File: config.mk
export PLATFORM = sky130hd
export DESIGN_NAME = ordered_value_list
export DESIGN_NICKNAME = d
export VERILOG_FILES = /design/src/hdl/ovl_pkg.sv /design/src/hdl/ovl_ram.sv /design/src/hdl/ovl_cmp.sv /design/src/hdl/ordered_value_list.sv
export SDC_FILE = /design/constraint.sdc
export NUM_CORES = 1
export LEC_CHECK = 0
export ABC_CLOCK_PERIOD_IN_PS = 8900
export CORE_MARGIN = 2
export CORE_UTILIZATION = 30
export DETAILED_ROUTE_END_ITERATION = 8
export DONT_BUFFER_PORTS = 1
export HOLD_SLACK_MARGIN = 0.06
export PLACE_DENSITY = 0.53
export SYNTH_ARGS = -nofsm -noshare
export SYNTH_HDL_FRONTEND = slang
export SYNTH_SLANG_ARGS = --single-unit
File: constraint.sdc
create_clock -name i_clk -period 8.9 [get_ports i_clk]
set_input_delay 0.445 -clock i_clk [delete_from_list [all_inputs] [get_ports i_clk]]
set_output_delay 0.445 -clock i_clk [all_outputs]
set_load 0.005 [all_outputs]
File: src/hdl/ovl_pkg.sv
// shared constants, codes and types of the ordered value list
`timescale 1ns / 1ps

package ovl_pkg;

    // list capacity and derived widths
    localparam int CAPACITY = 16;
    localparam int CNT_W    = $clog2(CAPACITY + 1);
    localparam int ADDR_W   = (CAPACITY > 1) ? $clog2(CAPACITY) : 1;
    localparam int VAL_W    = 32;
    localparam int CMD_W    = 2;
    localparam int ST_W     = 3;
    localparam int MC_W     = 5;
    localparam logic [MC_W-1:0] MC_MAX = '1;

    // command codes
    localparam logic [CMD_W-1:0] CMD_INSERT = 2'd0;
    localparam logic [CMD_W-1:0] CMD_DELETE = 2'd1;
    localparam logic [CMD_W-1:0] CMD_SEARCH = 2'd2;
    localparam logic [CMD_W-1:0] CMD_LIST   = 2'd3;

    // status codes
    localparam logic [ST_W-1:0] STAT_DONE     = 3'd0;
    localparam logic [ST_W-1:0] STAT_FULL     = 3'd1;
    localparam logic [ST_W-1:0] STAT_EMPTY    = 3'd2;
    localparam logic [ST_W-1:0] STAT_NOTFOUND = 3'd3;
    localparam logic [ST_W-1:0] STAT_FOUND    = 3'd4;

    // result of the shared compare unit
    typedef struct packed {
        logic            eq;
        logic [MC_W-1:0] cnt_next;
    } t_cmp_res;

endpackage

File: src/hdl/ovl_ram.sv
// generic single write, single read memory with registered read data
`timescale 1ns / 1ps

module ovl_ram #(
    parameter int WIDTH = 32,
    parameter int DEPTH = 16,
    parameter int AW    = (DEPTH > 1) ? $clog2(DEPTH) : 1
) (
    input  logic             i_clk,
    input  logic             i_we,
    input  logic [AW-1:0]    i_waddr,
    input  logic [WIDTH-1:0] i_wdata,
    input  logic             i_re,
    input  logic [AW-1:0]    i_raddr,
    output logic [WIDTH-1:0] o_rdata
);

    logic [WIDTH-1:0] r_mem [DEPTH];
    logic [WIDTH-1:0] r_rdata;

    // write port and registered read port
    always_ff @(posedge i_clk) begin
        if (i_we) begin
            r_mem[i_waddr] <= i_wdata;
        end
        if (i_re) begin
            r_rdata <= r_mem[i_raddr];
        end
    end

    assign o_rdata = r_rdata;

endmodule

File: src/hdl/ovl_cmp.sv
// shared equality compare and saturating match counter step
`timescale 1ns / 1ps

module ovl_cmp
    import ovl_pkg::*;
(
    input  logic [VAL_W-1:0] i_data,
    input  logic [VAL_W-1:0] i_key,
    input  logic [MC_W-1:0]  i_cnt,
    output t_cmp_res         o_res
);

    // compare one stored entry against the key and step the count
    always_comb begin
        o_res.eq       = (i_data == i_key);
        o_res.cnt_next = i_cnt;
        if (o_res.eq && (i_cnt != MC_MAX)) begin
            o_res.cnt_next = i_cnt + MC_W'(1);
        end
    end

endmodule

File: src/hdl/ordered_value_list.sv
// ordered value list: an insertion-ordered store of signed 32-bit values
// Input channel (s side): one word per command, tuser = command
// (0 insert, 1 delete, 2 search, 3 list), tdata = item_value.
// Output channel (m side): tuser = status, tdata = entry_value and
// match_count, tlast marks the final word of a command.
// Search and delete walk the stored entries through the single memory
// read port, one entry a cycle; delete closes the gap by writing each
// later entry one place down as it streams past the compare unit.
// List reads one entry at a time and gives one word per entry.
// The block takes no new command until the current one has handed its
// final word to the output register, which can hold one word while the
// next command is taken.
// Reset empties the list at once; entry storage is not cleared.
// A stalled receiver holds the output word and pauses the walk of a list.
`timescale 1ns / 1ps

module ordered_value_list
    import ovl_pkg::*;
(
    input  logic             i_clk,
    input  logic             i_rst_n,
    input  logic             i_s_tvalid,
    output logic             o_s_tready,
    input  logic [31:0]      i_s_tdata,   // [31:0] item_value
    input  logic [CMD_W-1:0] i_s_tuser,   // [1:0] command
    output logic             o_m_tvalid,
    input  logic             i_m_tready,
    output logic [39:0]      o_m_tdata,   // [31:0] entry_value, [36:32] match_count
    output logic [ST_W-1:0]  o_m_tuser,   // [2:0] status
    output logic             o_m_tlast    // last word of the command
);

    // sequencer states
    localparam logic [2:0] S_IDLE    = 3'd0;
    localparam logic [2:0] S_SCAN    = 3'd1;
    localparam logic [2:0] S_LIST_RD = 3'd2;
    localparam logic [2:0] S_LIST_LD = 3'd3;
    localparam logic [2:0] S_DONE    = 3'd4;

    logic [2:0]        r_state, n_state;
    logic [CNT_W-1:0]  r_count, n_count;
    logic [CMD_W-1:0]  r_cmd, n_cmd;
    logic [VAL_W-1:0]  r_key, n_key;
    logic [CNT_W-1:0]  r_rd, n_rd;
    logic              r_pv, n_pv;
    logic [ADDR_W-1:0] r_pa, n_pa;
    logic              r_hit, n_hit;
    logic [MC_W-1:0]   r_mcnt, n_mcnt;
    logic [ST_W-1:0]   r_res_st, n_res_st;
    logic [MC_W-1:0]   r_res_mc, n_res_mc;

    logic              r_ov;
    logic [ST_W-1:0]   r_o_st;
    logic [VAL_W-1:0]  r_o_val;
    logic [MC_W-1:0]   r_o_mc;
    logic              r_o_last;

    logic              ld;
    logic [ST_W-1:0]   ld_st;
    logic [VAL_W-1:0]  ld_val;
    logic [MC_W-1:0]   ld_mc;
    logic              ld_last;

    logic              ram_we;
    logic [ADDR_W-1:0] ram_waddr;
    logic [VAL_W-1:0]  ram_wdata;
    logic              ram_re;
    logic [ADDR_W-1:0] ram_raddr;
    logic [VAL_W-1:0]  ram_rdata;

    t_cmp_res          cmp;
    logic              out_free;
    logic              s_acc;
    logic              scan_last;

    // entry storage
    ovl_ram #(
        .WIDTH (VAL_W),
        .DEPTH (CAPACITY),
        .AW    (ADDR_W)
    ) u_ram (
        .i_clk   (i_clk),
        .i_we    (ram_we),
        .i_waddr (ram_waddr),
        .i_wdata (ram_wdata),
        .i_re    (ram_re),
        .i_raddr (ram_raddr),
        .o_rdata (ram_rdata)
    );

    // shared compare unit
    ovl_cmp u_cmp (
        .i_data (ram_rdata),
        .i_key  (r_key),
        .i_cnt  (r_mcnt),
        .o_res  (cmp)
    );

    assign o_s_tready = (r_state == S_IDLE);
    assign s_acc      = i_s_tvalid && o_s_tready;
    assign out_free   = !r_ov || i_m_tready;
    assign scan_last  = r_pv && ((CNT_W'(r_pa) + CNT_W'(1)) == r_count);

    // sequencer
    always_comb begin
        n_state  = r_state;
        n_count  = r_count;
        n_cmd    = r_cmd;
        n_key    = r_key;
        n_rd     = r_rd;
        n_pv     = r_pv;
        n_pa     = r_pa;
        n_hit    = r_hit;
        n_mcnt   = r_mcnt;
        n_res_st = r_res_st;
        n_res_mc = r_res_mc;
        ld       = 1'b0;
        ld_st    = STAT_DONE;
        ld_val   = '0;
        ld_mc    = '0;
        ld_last  = 1'b1;
        ram_we    = 1'b0;
        ram_waddr = r_count[ADDR_W-1:0];
        ram_wdata = i_s_tdata;
        ram_re    = 1'b0;
        ram_raddr = r_rd[ADDR_W-1:0];

        unique case (r_state)
            S_IDLE: begin
                if (s_acc) begin
                    n_cmd    = i_s_tuser;
                    n_key    = i_s_tdata;
                    n_rd     = '0;
                    n_pv     = 1'b0;
                    n_hit    = 1'b0;
                    n_mcnt   = '0;
                    n_res_mc = '0;
                    if (i_s_tuser == CMD_INSERT) begin
                        n_state = S_DONE;
                        if (r_count == CNT_W'(CAPACITY)) begin
                            n_res_st = STAT_FULL;
                        end else begin
                            ram_we   = 1'b1;
                            n_count  = r_count + CNT_W'(1);
                            n_res_st = STAT_DONE;
                        end
                    end else if (r_count == '0) begin
                        n_state  = S_DONE;
                        n_res_st = STAT_EMPTY;
                    end else if (i_s_tuser == CMD_LIST) begin
                        n_state = S_LIST_RD;
                    end else begin
                        n_state = S_SCAN;
                    end
                end
            end
            S_SCAN: begin
                // issue the next read while the previous entry is compared
                if (r_rd < r_count) begin
                    ram_re = 1'b1;
                    n_rd   = r_rd + CNT_W'(1);
                    n_pv   = 1'b1;
                    n_pa   = r_rd[ADDR_W-1:0];
                end else begin
                    n_pv = 1'b0;
                end
                if (r_pv) begin
                    n_mcnt = cmp.cnt_next;
                    n_hit  = r_hit || cmp.eq;
                    // shift later entries down one place after the hit
                    if ((r_cmd == CMD_DELETE) && r_hit) begin
                        ram_we    = 1'b1;
                        ram_waddr = r_pa - ADDR_W'(1);
                        ram_wdata = ram_rdata;
                    end
                end
                if (scan_last) begin
                    n_state = S_DONE;
                    n_pv    = 1'b0;
                    if (r_cmd == CMD_SEARCH) begin
                        if (cmp.cnt_next != '0) begin
                            n_res_st = STAT_FOUND;
                            n_res_mc = cmp.cnt_next;
                        end else begin
                            n_res_st = STAT_NOTFOUND;
                        end
                    end else if (r_hit || cmp.eq) begin
                        n_res_st = STAT_DONE;
                        n_count  = r_count - CNT_W'(1);
                    end else begin
                        n_res_st = STAT_NOTFOUND;
                    end
                end
            end
            S_LIST_RD: begin
                ram_re  = 1'b1;
                n_state = S_LIST_LD;
            end
            S_LIST_LD: begin
                if (out_free) begin
                    ld      = 1'b1;
                    ld_st   = STAT_DONE;
                    ld_val  = ram_rdata;
                    ld_last = ((r_rd + CNT_W'(1)) == r_count);
                    if (ld_last) begin
                        n_state = S_IDLE;
                    end else begin
                        n_rd    = r_rd + CNT_W'(1);
                        n_state = S_LIST_RD;
                    end
                end
            end
            S_DONE: begin
                if (out_free) begin
                    ld      = 1'b1;
                    ld_st   = r_res_st;
                    ld_mc   = r_res_mc;
                    n_state = S_IDLE;
                end
            end
            default: begin
                n_state = S_IDLE;
            end
        endcase
    end

    // control registers
    always_ff @(posedge i_clk) begin
        if (!i_rst_n) begin
            r_state <= S_IDLE;
            r_count <= '0;
            r_pv    <= 1'b0;
            r_hit   <= 1'b0;
            r_ov    <= 1'b0;
        end else begin
            r_state <= n_state;
            r_count <= n_count;
            r_pv    <= n_pv;
            r_hit   <= n_hit;
            if (ld) begin
                r_ov <= 1'b1;
            end else if (i_m_tready) begin
                r_ov <= 1'b0;
            end
        end
    end

    // payload registers
    always_ff @(posedge i_clk) begin
        r_cmd    <= n_cmd;
        r_key    <= n_key;
        r_rd     <= n_rd;
        r_pa     <= n_pa;
        r_mcnt   <= n_mcnt;
        r_res_st <= n_res_st;
        r_res_mc <= n_res_mc;
        if (ld) begin
            r_o_st   <= ld_st;
            r_o_val  <= ld_val;
            r_o_mc   <= ld_mc;
            r_o_last <= ld_last;
        end
    end

    // output word
    assign o_m_tvalid = r_ov;
    assign o_m_tdata  = {3'b000, r_o_mc, r_o_val};
    assign o_m_tuser  = r_o_st;
    assign o_m_tlast  = r_o_last;

`ifndef SYNTH
    // fill count never exceeds capacity
    a_count_range: assert property (@(posedge i_clk) disable iff (!i_rst_n)
        r_count <= CNT_W'(CAPACITY))
        else $error("entry count above capacity");

    // only a list produces words that are not last, and those are done
    a_non_last_done: assert property (@(posedge i_clk) disable iff (!i_rst_n)
        (r_ov && !r_o_last) |-> (r_o_st == STAT_DONE))
        else $error("non-final word with a status other than done");

    // a list walk never writes the store
    a_list_no_write: assert property (@(posedge i_clk) disable iff (!i_rst_n)
        ((r_state == S_LIST_RD) || (r_state == S_LIST_LD)) |-> !ram_we)
        else $error("store written during list");

    // an accepted insert with room grows the list by one
    a_insert_grows: assert property (@(posedge i_clk) disable iff (!i_rst_n)
        (s_acc && (i_s_tuser == CMD_INSERT) && (r_count != CNT_W'(CAPACITY)))
        |=> (r_count == $past(r_count) + CNT_W'(1)))
        else $error("insert did not grow the list");

    // a found search always reports a nonzero count
    a_found_count: assert property (@(posedge i_clk) disable iff (!i_rst_n)
        (r_ov && (r_o_st == STAT_FOUND)) |-> (r_o_mc != '0))
        else $error("found reported with zero count");
`endif

endmodule

# Yosys cells after proc, flatten, opt, wreduce, memory -nomap -nowiden
# Memory sizes are Yosys's and may differ from the RTL's. A register that Yosys moved wholly into a read port is not among the register bits.
# Cells that the tools add are included.
totals:
  regBits: 108
  ram_bits: 512
  input_bits: 38
  output_inout_bits: 46
  word_cells: 138
  memories: 1
classes:
  add_sub_neg: 6
  n_lt_le_gt_ge: 1
  n_eq_ne: 26
  mux: 62
  n_reduce_logical: 26
memory_table:
  columns: ["memory", "depth", "width", "rd", "rd_ports_with_merged_regs", "write_ports", "line_no", "source"]
  rows:
  - ["u_ram.r_mem", 16, 32, 1, 1, 1, "ovl_ram.sv:18", "logic [WIDTH-1:0] r_mem [DEPTH];"]
op_table:
  columns: ["op", "count"]
  rows:
  - ["$mux 32", 3]
  - ["$mux 5", 15]
  - ["$mux 3", 12]
  - ["$eq 32x32->1", 1]
  - ["$pmux 5 s2", 3]
  - ["$ne 2x2->1 const B", 11]
  - ["$mux 1", 16]
  - ["$add 5x1->5 const B", 3]
  - ["$pmux 3 s5", 1]
  - ["$pmux 5 s3", 1]
  - ["$mux 4", 3]
  - ["$eq 5x5->1", 2]
  - ["$reduce_and 2->1", 5]
  - ["$reduce_and 5->1", 2]
  - ["$pmux 1 s2", 4]
  - ["$reduce_and 4->1", 2]
  - ["$reduce_and 7->1", 1]
  - ["$eq 3x2->1 const B", 2]
  - ["$mux 2", 3]
  - ["$pmux 3 s2", 1]
  - ["$add 4x1->5 const B", 1]
  - ["$eq 5x5->1 const B", 1]
  - ["$logic_not 5->1", 1]
  - ["$lt 5x5->1", 1]
  - ["19 further kinds", 26]

# Longest topological paths before layout
depth:
  word_depth: 8
  ltp_mapped: 12
  ltp_nobuf: 9

# Hierarchy
# A second synthesis with hierarchy kept.
unflattened:
  cells_unflattened: 1258
  hier_area_um2: 25580.8
by_module_without_submodules:
  columns: ["module", "instances", "cells_per_inst", "area_per_inst_um2", "seq_area_each_um2"]
  rows:
  - ["ovl_ram", 1, 838, 20156.8, 16335.7]
  - ["ordered_value_list", 1, 365, 4961.0, 3133.0]
  - ["ovl_cmp", 1, 55, 462.9, 0.0]

# Worst setup path before layout
# No wires, ideal clock.
synth_path:
  path_type: "flip-flop to flip-flop"
  start: "reg r_state[0]"
  end: "mem u_ram.r_mem[1][0] (enable)"
  setup_ns: 0.421
  t_arrival_ns: 3.478
  required_ns: 8.479
  slack_ns: 5.001
  path_stages_with_launch: 9
  path_buffers: 1
  period_less_slack_ns: 3.899
  cell_sequence: "dfxtp_1 > clkbuf_1 > nor3_4 > nand2_1 > inv_1 > nand3_1 > nor2_1 > a31oi_1 > nor2_1"
synth_via:
  elab_chain_len: 6
  elab_cells_between_ends: 8
  cone_classes: "1 x eq/ne; 5 x mux; 2 x reduce/logical"
synth_rtl:
  columns: ["element", "line_no", "source"]
  rows:
  - ["from (decl)", "ordered_value_list.sv:40", "logic [2:0] r_state, n_state;"]
  - ["from (signal assigned)", "ordered_value_list.sv:236", "r_state <= n_state;"]
  - ["$logic_not 3->1 (*)", "ordered_value_list.sv:99", "assign o_s_tready = (r_state == S_IDLE);"]
  - ["net o_s_tready", "ordered_value_list.sv:23", "output logic o_s_tready,"]
  - ["$logic_and 1x1->1", "ordered_value_list.sv:100", "assign s_acc = i_s_tvalid && o_s_tready;"]
  - ["$mux 1", "ordered_value_list.sv:130", "if (s_acc) begin"]
  - ["$pmux 1 s2 (*)", "ordered_value_list.sv:128", "unique case (r_state)"]
  - ["$mux 1 (*)", "ovl_ram.sv:23", "if (i_we) begin"]
  - ["$mux 1 (implied by the code) (*)", "ovl_ram.sv:24", "r_mem[i_waddr] <= i_wdata;"]
  - ["to (decl)", "ovl_ram.sv:18", null]
# Mark *: on every way through the listed nets, which the timed path passes. The rest lies on a longest branch.

# Worst setup path after layout
layout_path:
  start: "reg r_state[0]"
  end: "mem u_ram.r_mem[9][6] (enable)"
layout_via:
  elab_chain_len: 6
  elab_cells_between_ends: 8
  cone_classes: "1 x eq/ne; 5 x mux; 2 x reduce/logical"
layout_rtl:
  columns: ["element", "line_no"]
  rows:
  - ["$logic_not 3->1", "ordered_value_list.sv:99, ordered_value_list.sv:128"]
  - ["$logic_and 1x1->1", "ordered_value_list.sv:100"]
  - ["$mux 1", "ordered_value_list.sv:130"]
  - ["$pmux 1 s2", "ordered_value_list.sv:128"]
  - ["$mux 1", "ovl_ram.sv:23"]
  - ["$mux 1 (implied by the code)", "ovl_ram.sv:24"]
# Parallel ways exist; a longest one is shown, timed or not.

==> impl_metrics.env <==
export IMPL_clk_latency_ns=0.61
export IMPL_max_cap_violations=0
export IMPL_final_common_cell="edfxtp_1"
export IMPL_status="complete, no violations"
export IMPL_portBuffers=0
export IMPL_synth_edf_count=641
export IMPL_antenna_left=0
export IMPL_nets=1331
export IMPL_ctsLongestPathBuffers=3
export IMPL_final_cell_mix="edfxtp_1, mux4_2, clkbuf_16"
export IMPL_powerDensity_mw_per_mm2=263.8
export IMPL_cpPeakStageDelay_ns=0.66
export IMPL_cts_sinks=652
export IMPL_critPathSlowestCell="nor3_2"
export IMPL_grt_usage_pct=13.98
export IMPL_die_h_um=296.5
export IMPL_yosys_warnings=0
export IMPL_hp_class="in -> reg"
export IMPL_max_slew_margin_rel_pct=28.47
export IMPL_dr_first_iter_drc_count=944
export IMPL_grt_setup_unrepaired="false"
export IMPL_ys_seq_elements=652
export IMPL_max_freq_mhz=234.2
export IMPL_fin_crit_sh_pct=47.97
export IMPL_fin_area_mm2=0.02975
export IMPL_core_mm2=0.08501
export IMPL_path_clk_slew_ns=0.06
export IMPL_setup_worst_path_start_class="flip-flop"
export IMPL_synth_seq_area_share_pct=75.84
export IMPL_arrival_ns=4.53
export IMPL_cp_cell_sequence="nor2b_4, nand2b_4, inv_2, nand2_1, nor3_2, mux2i_1, nand2b_1, nor2_4, buf_4"
export IMPL_async_reset_ff_share_pct=0
export IMPL_syn_inst=1198
export IMPL_skew_ns=0.02540
export IMPL_die_w_um=296.5
export IMPL_cts_inserted_buffers=71
export IMPL_worst_path_max_fanout=17
export IMPL_hpwlAfterDp_mm=34.55
export IMPL_synth_flop_cell="edfxtp_1"
export IMPL_fin_tns_setup_ns=0
export IMPL_grt_overflow=0
export IMPL_grt_max_degree=133
export IMPL_via_count=11860
export IMPL_remaining_drc_errors=0
export IMPL_firstDrtPassIters=7
export IMPL_grt_pass1_wl_mm=87.85
export IMPL_drive_gt1_share_pct=23.95
export IMPL_dpl_cell_area_mm2=0.02722
export IMPL_vias_per_cell=4.781
export IMPL_multi_input_area_mm2=0.006061
export IMPL_worst_ir_drop_vdd_uv=143.6
export IMPL_slew_viol_final=0
export IMPL_synth_cell_types=56
export IMPL_post_cts_buffers=0
export IMPL_cts_tree="built"
export IMPL_io_pins=84
export IMPL_seq_area_mm2=0.01947
export IMPL_grt_pass1_vias=12510
export IMPL_dieArea_mm2=0.08793
export IMPL_grt_antenna_before_repair=4
export IMPL_crit_type="reg -> reg"
export IMPL_drt_total_wl_mm=60.55
export IMPL_worst_pin_slew_ns=1.073
export IMPL_route_detailed_wl_per_inst_um=24.41
export IMPL_leakage_nw=9.187
export IMPL_fin_crit_ns=4.270
export IMPL_area_growth_pct=15.89
export IMPL_start_util_pct=30.20
export IMPL_htreeDepth=3
export IMPL_std_cell_rows=107
export IMPL_worstSetupEndpointType="flip-flop"
export IMPL_crit_family="simple AND/OR/NAND/NOR gates"
export IMPL_root_buffer="clkbuf_16"
export IMPL_crit_required_ns=9.16
export IMPL_fill_cells=7863
export IMPL_gp_congestion=0.7796
export IMPL_cp_num_buf_inv=2
export IMPL_setup_viol=0
export IMPL_final_hold_violation_count=0
export IMPL_postSynthAreaPerCell_um2=21.43
export IMPL_ff2ff_setup_slack_ns=4.63
export IMPL_syn_cell_area_mm2=0.02567
-- synth_stat cells (5+ instances only) --
cell,count,area [µm²]
edfxtp_1,641,19250
and2_1,43,269.0
dfxtp_1,11,220.2
a21oi_1,10,50.05
nor2b_1,6,37.54
xnor2_1,10,87.58
ha_1,13,162.7
mux2_2,5,56.30
nand2_1,18,67.56
nor2_1,47,176.4
xor2_1,42,367.9
inv_1,14,52.55
o21ai_0,6,30.03
nand2b_1,6,37.54
mux4_2,160,3603
clkbuf_1,34,127.6
mux2_1,28,315.3
nor3_1,9,45.04
nor4_1,10,62.56
buf_1,14,52.55
nand3_1,7,35.03
mux2i_1,7,70.07
-- routing by layer --
layer | wire (µm) | share of wire, % | global-route usage [%] | vias up
li1 | - | - | - | 5094
met1 | 26160 | 43 | 18.80 | 6376
met2 | 29590 | 49 | 22.61 | 305
met3 | 3396 | 5.6 | 3.489 | 83
met4 | 1403 | 2.3 | 3.769 | 0
met5 | 0 | 0 | 0 | -
-- worst reg2reg max path, stage by stage, from the launching register on --
cell and delay, ns:
dfxtp_1 0.57, nor2b_4 0.31, nand2b_4 0.16, inv_2 0.18, nand2_1 0.12, nor3_2 0.66, mux2i_1 0.45, nand2b_1 0.33
nor2_4 0.66, buf_4 0.47
-- where the power goes --
part / switching (mW) / internal [mW] / leakage [nW] / total, mW
logic: 0.746 / 0.662 / 2.21 / 1.41
registers: 0.0811 / 3.58 / 5.92 / 3.66
clock network: 1.20 / 1.58 / 1.06 / 2.78
-- final timing paths --
| kind | from | endpoint | cells past startpoint |
|---|---|---|---|
| setup / recovery | r_state[0] | u_ram.r_mem[9][6] | 9 |
| hold / removal | i_rst_n | r_count[2] | 2 |
| setup reg to reg | r_state[0] | u_ram.r_mem[9][6] | 9 |
| hold reg to reg | r_res_mc[3] | r_o_mc[3] | 1 |
-- per-stage QoR --
stage	power, mW	hold slack, ns	utilization [%]	worst slack, ns	std cells
floorplan	4.732	0.4523	-	5.001	1200
global placement	5.154	0.5125	32.02	4.796	2316
detailed placement	5.159	0.5136	32.02	4.641	2316
CTS	7.975	0.1538	34.99	4.617	2476
global route	8.168	0.2128	34.99	4.429	2478
finish	7.849	0.1787	35.00	4.630	2480
-- flip-flops by register name, summed over array words and instances (netlist names), 5 cells and up --
register / count
r_key: 32
r_res_mc: 5
u_ram.o_rdata: 32
r_o_val: 32
r_mcnt: 5
r_count: 5
u_ram.r_mem: 512
r_o_mc: 5
r_rd: 5
-- repair_timing --
| action | 4_1_cts | 5_1_grt |
|---|---|---|
| gates resized for setup | 0 | 0 |
| hold buffers | 34 | 0 |
| setup endpoints to repair | 0 | 0 |
| endpoints found under the hold margin | 34 | 0 |
-- logic make-up (layout without fill, tap and decap cells) --
kind of cell	count (synthesis)	after routing	synth area share, %
xor gates and xnor gates	52	52	1.774
buffers and inverters	69	201	1.092
AOI/OAI and AO/OA	39	39	1.179
DFF	652	652	75.84
adders and majority gates	14	14	0.7116
muxes	200	200	15.76
and+or+nand+nor	171	171	3.636
other	1	7	0.01461
-- layout make-up --
type | count | area share (%)
tap | 1144 | 4.811
clock buffer | 93 | 6.283
timing repair buffer | 60 | 1.842
clock inverter | 33 | 1.035
inverter | 15 | 0.1892
multi-input combinational | 479 | 20.37
antenna | 4 | 0.03364
sequential | 652 | 65.44
Power figures use the tool's default switching activity.
